### config.mk
export PLATFORM = sky130hd
export DESIGN_NAME = line_pixel_stepper
export DESIGN_NICKNAME = d
export VERILOG_FILES = /design/src/rtl/core/lps_pkg.sv /design/src/rtl/core/lps_in_reg.sv /design/src/rtl/core/lps_stepper.sv /design/src/rtl/core/lps_out_reg.sv /design/src/rtl/core/line_pixel_stepper.sv
export SDC_FILE = /design/constraint.sdc
export NUM_CORES = 1
export LEC_CHECK = 0
export BUFFER_PORTS_ARGS = -buffer_cell sky130_fd_sc_hd__buf_2
export CORE_MARGIN = 8
export CORE_UTILIZATION = 65
export CTS_BUF_LIST = sky130_fd_sc_hd__clkbuf_8
export CTS_CLUSTER_SIZE = 25
export DETAILED_ROUTE_END_ITERATION = 8
export HOLD_SLACK_MARGIN = 0.12
export MAX_ROUTING_LAYER = met4
export PLACE_DENSITY = 0.87
export SETUP_SLACK_MARGIN = 0.4
export SLEW_MARGIN = 25
export SYNTH_ARGS = -nofsm -noshare
export SYNTH_HDL_FRONTEND = slang
export SYNTH_SLANG_ARGS = --single-unit
### constraint.sdc
create_clock -name clock -period 9.4 [get_ports clock]
set_input_delay 0.94 -clock clock [delete_from_list [all_inputs] [get_ports clock]]
set_output_delay 0.94 -clock clock [all_outputs]
set_load 0.005 [all_outputs]
### src/rtl/core/lps_pkg.sv
`timescale 1ns / 1ps
// Shared types and constants of the line pixel stepper.
package lps_pkg;

   // Default geometry
   localparam int ROW_PITCH_DEFAULT  = 512;
   localparam int COORD_BITS_DEFAULT = 9;

   // Fixed field widths
   localparam int FIELD_COORD_BITS = 9;
   localparam int INDEX_BITS       = 18;
   localparam int COLOR_BITS       = 16;
   localparam int ERROR_BITS       = 10;

   // Transaction kinds on the request channel
   typedef enum logic {
      KIND_START = 1'b0,
      KIND_TICK  = 1'b1
   } kind_type;

   typedef struct packed {
      kind_type                    kind;
      logic [FIELD_COORD_BITS-1:0] start_x;
      logic [FIELD_COORD_BITS-1:0] start_y;
      logic [FIELD_COORD_BITS-1:0] end_x;
      logic [FIELD_COORD_BITS-1:0] end_y;
      logic [COLOR_BITS-1:0]       line_color;
   } req_type;

   typedef struct packed {
      logic [FIELD_COORD_BITS-1:0] pixel_x;
      logic [FIELD_COORD_BITS-1:0] pixel_y;
      logic [INDEX_BITS-1:0]       pixel_index;
      logic [COLOR_BITS-1:0]       pixel_value;
      logic                        last_pixel;
   } rsp_type;

endpackage

### src/rtl/core/lps_in_reg.sv
`timescale 1ns / 1ps
// Input register of the line pixel stepper: holds one request transaction.
module lps_in_reg (
   input  logic             clock,
   input  logic             reset,
   input  logic             req_valid,
   output logic             req_stall,
   input  lps_pkg::req_type req_payload,
   input  logic             out_ready,
   output logic             item_valid,
   output lps_pkg::req_type item
);

   logic             valid_ff, valid_in;
   lps_pkg::req_type item_ff, item_in;
   logic             load;
   logic             drain;

   // Drain the held transaction whenever the result side can take it
   assign drain     = valid_ff && out_ready;
   assign req_stall = valid_ff && !out_ready;
   assign load      = req_valid && !req_stall;

   always_comb begin
      valid_in = valid_ff;
      item_in  = item_ff;
      if (load) begin
         valid_in = 1'b1;
         item_in  = req_payload;
      end else if (drain) begin
         valid_in = 1'b0;
      end
   end

   always_ff @(posedge clock) begin
      if (reset) begin
         valid_ff <= 1'b0;
      end else begin
         valid_ff <= valid_in;
      end
      item_ff <= item_in;
   end

   assign item_valid = valid_ff;
   assign item       = item_ff;

endmodule

### src/rtl/core/lps_stepper.sv
`timescale 1ns / 1ps
// Line state and per-pixel stepping datapath of the line pixel stepper.
module lps_stepper #(
   parameter int ROW_PITCH  = lps_pkg::ROW_PITCH_DEFAULT,
   parameter int COORD_BITS = lps_pkg::COORD_BITS_DEFAULT
) (
   input  logic             clock,
   input  logic             reset,
   input  logic             fire,
   input  lps_pkg::req_type item,
   output logic             emit,
   output lps_pkg::rsp_type pixel
);

   localparam int CB    = COORD_BITS;
   localparam int EB    = lps_pkg::ERROR_BITS;
   localparam int SW    = ((EB > CB) ? EB : CB) + 1;
   localparam int PB    = $clog2(ROW_PITCH + 1);
   localparam int IW    = CB + PB + 1;

   // Line state
   logic [CB-1:0]                 cur_x_ff, cur_x_in;
   logic [CB-1:0]                 cur_y_ff, cur_y_in;
   logic                          x_neg_ff, x_neg_in;
   logic                          y_neg_ff, y_neg_in;
   logic                          x_major_ff, x_major_in;
   logic [CB-1:0]                 major_ff, major_in;
   logic [CB-1:0]                 minor_ff, minor_in;
   logic [EB-1:0]                 error_ff, error_in;
   logic [CB:0]                   left_ff, left_in;
   logic [lps_pkg::COLOR_BITS-1:0] color_ff, color_in;
   logic                          busy_ff, busy_in;

   // Start decode
   logic [CB-1:0] sx, sy, ex, ey;
   logic          s_x_neg, s_y_neg, s_x_major;
   logic [CB-1:0] adx, ady, s_major, s_minor;

   // Tick datapath
   logic [CB-1:0] x_stepped, y_stepped;
   logic [SW-1:0] err_sum;
   logic          minor_step;
   logic [CB:0]   left_next;
   logic [IW-1:0] index_wide;
   logic          is_start, is_tick;

   assign is_start = fire && (item.kind == lps_pkg::KIND_START);
   assign is_tick  = fire && (item.kind == lps_pkg::KIND_TICK) && busy_ff;

   // Take endpoints modulo the coordinate range and find the deltas
   assign sx        = CB'(item.start_x);
   assign sy        = CB'(item.start_y);
   assign ex        = CB'(item.end_x);
   assign ey        = CB'(item.end_y);
   assign s_x_neg   = ex < sx;
   assign s_y_neg   = ey < sy;
   assign adx       = s_x_neg ? sx - ex : ex - sx;
   assign ady       = s_y_neg ? sy - ey : ey - sy;
   assign s_x_major = adx > ady;
   assign s_major   = s_x_major ? adx : ady;
   assign s_minor   = s_x_major ? ady : adx;

   // Step both axes one pixel; the error decides whether the minor axis moves
   assign x_stepped  = x_neg_ff ? cur_x_ff - CB'(1) : cur_x_ff + CB'(1);
   assign y_stepped  = y_neg_ff ? cur_y_ff - CB'(1) : cur_y_ff + CB'(1);
   assign err_sum    = SW'(error_ff) + SW'(minor_ff);
   assign minor_step = err_sum >= SW'(major_ff);
   assign left_next  = left_ff - (CB + 1)'(1);

   // Form the framebuffer index from the current position
   assign index_wide = IW'(cur_y_ff) * IW'(ROW_PITCH) + IW'(cur_x_ff);

   always_comb begin
      cur_x_in   = cur_x_ff;
      cur_y_in   = cur_y_ff;
      x_neg_in   = x_neg_ff;
      y_neg_in   = y_neg_ff;
      x_major_in = x_major_ff;
      major_in   = major_ff;
      minor_in   = minor_ff;
      error_in   = error_ff;
      left_in    = left_ff;
      color_in   = color_ff;
      busy_in    = busy_ff;
      if (is_start) begin
         cur_x_in   = sx;
         cur_y_in   = sy;
         x_neg_in   = s_x_neg;
         y_neg_in   = s_y_neg;
         x_major_in = s_x_major;
         major_in   = s_major;
         minor_in   = s_minor;
         error_in   = '0;
         left_in    = {1'b0, s_major} + (CB + 1)'(1);
         color_in   = item.line_color;
         busy_in    = 1'b1;
      end else if (is_tick) begin
         if (x_major_ff || minor_step) begin
            cur_x_in = x_stepped;
         end
         if (!x_major_ff || minor_step) begin
            cur_y_in = y_stepped;
         end
         error_in = EB'(minor_step ? err_sum - SW'(major_ff) : err_sum);
         left_in  = left_next;
         busy_in  = left_next != '0;
      end
   end

   always_ff @(posedge clock) begin
      if (reset) begin
         cur_x_ff   <= '0;
         cur_y_ff   <= '0;
         x_neg_ff   <= 1'b0;
         y_neg_ff   <= 1'b0;
         x_major_ff <= 1'b0;
         major_ff   <= '0;
         minor_ff   <= '0;
         error_ff   <= '0;
         left_ff    <= '0;
         color_ff   <= '0;
         busy_ff    <= 1'b0;
      end else begin
         cur_x_ff   <= cur_x_in;
         cur_y_ff   <= cur_y_in;
         x_neg_ff   <= x_neg_in;
         y_neg_ff   <= y_neg_in;
         x_major_ff <= x_major_in;
         major_ff   <= major_in;
         minor_ff   <= minor_in;
         error_ff   <= error_in;
         left_ff    <= left_in;
         color_ff   <= color_in;
         busy_ff    <= busy_in;
      end
   end

   // Present the current pixel
   assign emit              = is_tick;
   assign pixel.pixel_x     = lps_pkg::FIELD_COORD_BITS'(cur_x_ff);
   assign pixel.pixel_y     = lps_pkg::FIELD_COORD_BITS'(cur_y_ff);
   assign pixel.pixel_index = lps_pkg::INDEX_BITS'(index_wide);
   assign pixel.pixel_value = color_ff;
   assign pixel.last_pixel  = left_ff == (CB + 1)'(1);

endmodule

### src/rtl/core/lps_out_reg.sv
`timescale 1ns / 1ps
// Result register of the line pixel stepper: holds one response transaction.
module lps_out_reg (
   input  logic             clock,
   input  logic             reset,
   input  logic             fire,
   input  logic             emit,
   input  lps_pkg::rsp_type pixel,
   output logic             out_ready,
   output logic             rsp_valid,
   input  logic             rsp_stall,
   output lps_pkg::rsp_type rsp_payload
);

   logic             valid_ff, valid_in;
   lps_pkg::rsp_type data_ff, data_in;

   // Free when empty or when the held transaction leaves this cycle
   assign out_ready = !valid_ff || !rsp_stall;

   always_comb begin
      valid_in = valid_ff;
      data_in  = data_ff;
      if (fire) begin
         valid_in = emit;
         data_in  = pixel;
      end else if (valid_ff && !rsp_stall) begin
         valid_in = 1'b0;
      end
   end

   always_ff @(posedge clock) begin
      if (reset) begin
         valid_ff <= 1'b0;
      end else begin
         valid_ff <= valid_in;
      end
      data_ff <= data_in;
   end

   assign rsp_valid   = valid_ff;
   assign rsp_payload = data_ff;

endmodule

### src/rtl/core/line_pixel_stepper.sv
`timescale 1ns / 1ps
// Top level of the line pixel stepper.
//
// Usage:
//   req_* carries start and tick transactions. A start loads both endpoints
//   and the colour and gives no response; each tick while a line is active
//   gives one pixel on rsp_* (column, row, framebuffer index, colour and a
//   last flag). Ticks with no active line give nothing; a start drops any
//   line in progress.
//   Timing: an accepted tick waits in the input register, then its pixel is
//   written to the result register and shown on rsp_*; rsp_stall can hold it.
//   Throughput: one transaction per cycle while rsp_stall is low, set by
//   the single pass from the input register through the stepping logic and
//   index multiply to the result register.
//   Stall: while rsp_stall holds a pixel, the input register fills and then
//   req_stall rises; nothing is lost or repeated.
//   Reset: synchronous; both registers empty, no line active, all line state zero.
module line_pixel_stepper #(
   parameter int ROW_PITCH  = lps_pkg::ROW_PITCH_DEFAULT,
   parameter int COORD_BITS = lps_pkg::COORD_BITS_DEFAULT
) (
   input  logic             clock,
   input  logic             reset,
   input  logic             req_valid,
   output logic             req_stall,
   input  lps_pkg::req_type req_payload,
   output logic             rsp_valid,
   input  logic             rsp_stall,
   output lps_pkg::rsp_type rsp_payload
);

   logic             out_ready;
   logic             item_valid;
   lps_pkg::req_type item;
   logic             fire;
   logic             emit;
   lps_pkg::rsp_type pixel;

   // Process the held transaction when the result register can take it
   assign fire = item_valid && out_ready;

   lps_in_reg u_in_reg (
      .clock       (clock),
      .reset       (reset),
      .req_valid   (req_valid),
      .req_stall   (req_stall),
      .req_payload (req_payload),
      .out_ready   (out_ready),
      .item_valid  (item_valid),
      .item        (item)
   );

   lps_stepper #(
      .ROW_PITCH  (ROW_PITCH),
      .COORD_BITS (COORD_BITS)
   ) u_stepper (
      .clock (clock),
      .reset (reset),
      .fire  (fire),
      .item  (item),
      .emit  (emit),
      .pixel (pixel)
   );

   lps_out_reg u_out_reg (
      .clock       (clock),
      .reset       (reset),
      .fire        (fire),
      .emit        (emit),
      .pixel       (pixel),
      .out_ready   (out_ready),
      .rsp_valid   (rsp_valid),
      .rsp_stall   (rsp_stall),
      .rsp_payload (rsp_payload)
   );

endmodule

==> key figures <==
Placed design
  • Placed Cells: 1,245
  • Placement-stage cell area: 0.01022 sq mm
  • Hpwl dp: 16.31 mm
  • GPL Wtd Cong: 0.9551
  • Worst slack, placed: 3.500 ns
  • Number of port buffers: 111

Setup path
  • Crit. End Element: register
  • Critical Path AT: 6.38 ns
  • Critical path required time: 9.78 ns
  • CP Launch Type: register
  • Max FO, Critical Path: 13
  • Critical path type: register to register

Die
  • Initial core utilization: 0.6656
  • Die Wd: 138.0 microns
  • FP Rows: 44
  • Die area: 0.01904 sq mm
  • Ports: 112
  • Core area: 0.01453 sq mm
  • Die height: 138.0 microns

Yosys
  • Flops & latches, synth: 166
  • Avg Cell Area, Syn: 9.674 sq um
  • FFs w/ async S/R, synth: 0
  • Synth Flop Type: edfxtp_1
  • Yosys top cell by area: edfxtp_1
  • Post-synth net total: 1,143
  • YS warnings: 0
  • EDFF count, synth: 88
  • Cell Area, Synth: 0.009674 sq mm
  • Synth top area cells: edfxtp_1, dfxtp_1, ha_1, a21oi_1, nand2_1
  • Register area share after synthesis: 0.4346
  • Distinct cell type count after synthesis: 73
  • Cell count after synthesis: 1,000
  • Synth top area share: 0.2732

Detailed routing
  • Via density per instance: 5.938
  • DRC: 0
  • Drt pass-1 iters: 5
  • Vias: 7,583
  • 1st-iter DRT viols: 528
  • Post-DRT Antenna Nets: 0
  • Wire per inst: 17.71 microns
  • Drt total wl: 22.62 mm

Timing
  • Worst-Margin Slew: 1.095 ns
  • Final TNS setup: 0 ns
  • Max-slew headroom: 0.2667
  • Setup WS post-layout: 3.403 ns
  • Fmax: 166.7 MHz
  • Slew Viols, Final: 0
  • # setup viols final: 0
  • Post-route minimum period: 5.997 ns
  • Fin Clk Skew: 0.01252 ns
  • Final Cycle Share: 0.6380
  • RSZ-0062 raised after global routing: false
  • Final Hold Vio Count: 0

CTS
  • Clock sinks: 166
  • CTS HTree Levels: 4
  • Clk Latency, worst-skew pair: 0.48 ns
  • PostCTS Resize Cnt: 0
  • Clock buffer depth: 2
  • CTS Buf Count: 17
  • CTS tree: yes
  • Clk root buf: clkbuf_8
  • Clk slew on worst S/H paths: 0.10 ns
  • Post-CTS Setup Bufs: 0
  • Hold Buf Count CTS: 0

Power and ir drop
  • PwrDens: 208.9 mW/mm^2
  • Worst vdd ir: 0.1232 mV
  • Pleak: 4.604 nW

Layout
  • Final net count: 1,223
  • Ratio of cells with drive above 1 in the final layout: 0.1638
  • Layout area overhead: 10.11%
  • Final instance area: 0.01065 sq mm
  • Antenna Cells: 0
  • Layout Cells excl Fill: 1,277

Global routing
  • Antenna violations before repair: 0
  • Vias in the first global route: 7,328
  • Total gr overflow: 0
  • Largest net degree at the start of global routing: 72
  • First-pass GRT wire length: 35.98 mm
  • Total track usage: 0.2457

Job
  • MaxCap Viol Count: 0

Worst hold path
  • Tightest Hold Check Type: register to register

Run status
  • Status: complete, no violations
==> registers in the layout (all words and copies together) (netlist names), 9 cells and up <==
signal and count:
u_out_reg.rsp_payload 35, u_stepper.cur_x_ff 9, u_stepper.error_ff 10, u_stepper.major_ff 9
u_stepper.cur_y_ff 9, u_stepper.color_ff 16, u_stepper.minor_ff 9, u_stepper.left_ff 10
u_in_reg.item 53
==> final cells by class <==
| type | count | area, sq um |
|---|---|---|
| Tap cell | 184 | 230.2 |
| Clock inverter | 14 | 181.4 |
| Fill cell | 1048 | 3881 |
| Timing Repair Buffer | 116 | 593.1 |
| Clock buffer | 18 | 247.7 |
| Multi-Input combinational cell | 694 | 4877 |
| Sequential cell | 166 | 4204 |
| Inverter | 85 | 319.1 |
==> cell usage after synthesis, drive strengths merged (6+ instances only) <==
cell type    n
a311oi      10
o21ai       50
edfxtp      88
inv         85
dfxtp       78
nor3        10
nand2      109
xor2        16
nand3       18
a21oi       97
nand2b       7
a31oi        6
mux2i       19
and3         7
fa           8
o221a        7
ha          78
a21o        22
o21a         9
nor2b       12
a21boi       7
nand4        6
and2         8
clkbuf      32
o211ai      18
a211oi      14
nor2        60
xnor2       39
buf         23
==> critical path, cell delays in order, from the launching register on <==
cell,delay (ns)
edfxtp_1,0.36
inv_1,0.06
ha_1,0.38
and2_1,0.20
a221o_1,0.36
o211a_1,0.32
nor2_2,0.37
mux2_2,0.38
a21oi_1,0.15
xnor2_1,0.23
inv_1,0.09
ha_1,0.30
nand4_1,0.23
o41a_1,0.53
o21a_2,0.24
o21ai_0,0.24
a21boi_0,0.21
ha_1,0.24
nand2_1,0.08
nor3_1,0.29
nor2b_4,0.21
xnor2_1,0.13
nand2_1,0.07
a311oi_1,0.25
==> cells in the final DEF (no fill, tap or decap), drive strengths merged, types with 19 or more instances in the layout <==
cell,count
buf,116
nand2,109
a21oi,97
inv,92
edfxtp,88
ha,78
dfxtp,78
nor2,60
o21ai,50
xnor2,39
a21o,22
mux2i,19
==> power breakdown <==
part           internal, mW  total [mW]  switching (mW)
logic                 0.312       0.830           0.519
clock network         0.234       0.541           0.307
registers             0.817       0.854          0.0370
total                  1.36        2.23           0.863
==> layer usage <==
metal | vias to the layer above | wire, microns | global-route usage
met1 | 3574 | 9733 | 0.3090
met5 | - | 0 | -
met2 | 276 | 11010 | 0.3930
met3 | 32 | 1582 | 0.05580
li1 | 3701 | - | -
met4 | 0 | 293 | 0.06567
==> path summary, 6_finish.rpt <==
check | slack, ns | start | end | depth (start not counted)
hold / removal | 0.44 | u_stepper.color_ff[5]$_SDFFE_PP0P_ | u_out_reg.rsp_payload[6]$_DFFE_PP_ | 0
hold reg to reg | 0.44 | u_stepper.color_ff[5]$_SDFFE_PP0P_ | u_out_reg.rsp_payload[6]$_DFFE_PP_ | 0
setup reg to reg | 3.40 | u_in_reg.item[19]$_DFFE_PP_ | u_stepper.left_ff[6]$_SDFFE_PP0P_ | 23
setup / recovery | 3.40 | u_in_reg.item[19]$_DFFE_PP_ | u_stepper.left_ff[6]$_SDFFE_PP0P_ | 23
==> metrics by stage <==
step                utilization  power, mW  hold WS [ns]
finish                   0.7330      2.226        0.4383
global route             0.7330      2.348        0.4501
CTS                      0.7330      2.216        0.4380
detailed placement       0.7034      1.679        0.4146
global placement         0.7034      1.671        0.4112
floorplan                     -      1.510        0.4081
==> cell families (layout without fill, tap and decap cells) <==
kind of cell | after synthesis | after routing | share of synthesized area
buffers and inverters | 140 | 233 | 0.06324
adder cells (fa/ha/maj) | 86 | 86 | 0.1174
flip-flops | 166 | 166 | 0.4346
multiplexers | 21 | 21 | 0.02199
XOR/XNOR | 56 | 56 | 0.05290
AO/OA/AOI/OAI | 271 | 271 | 0.1835
AND/OR/NAND/NOR | 260 | 260 | 0.1264
(Power assumes the default switching activity.)
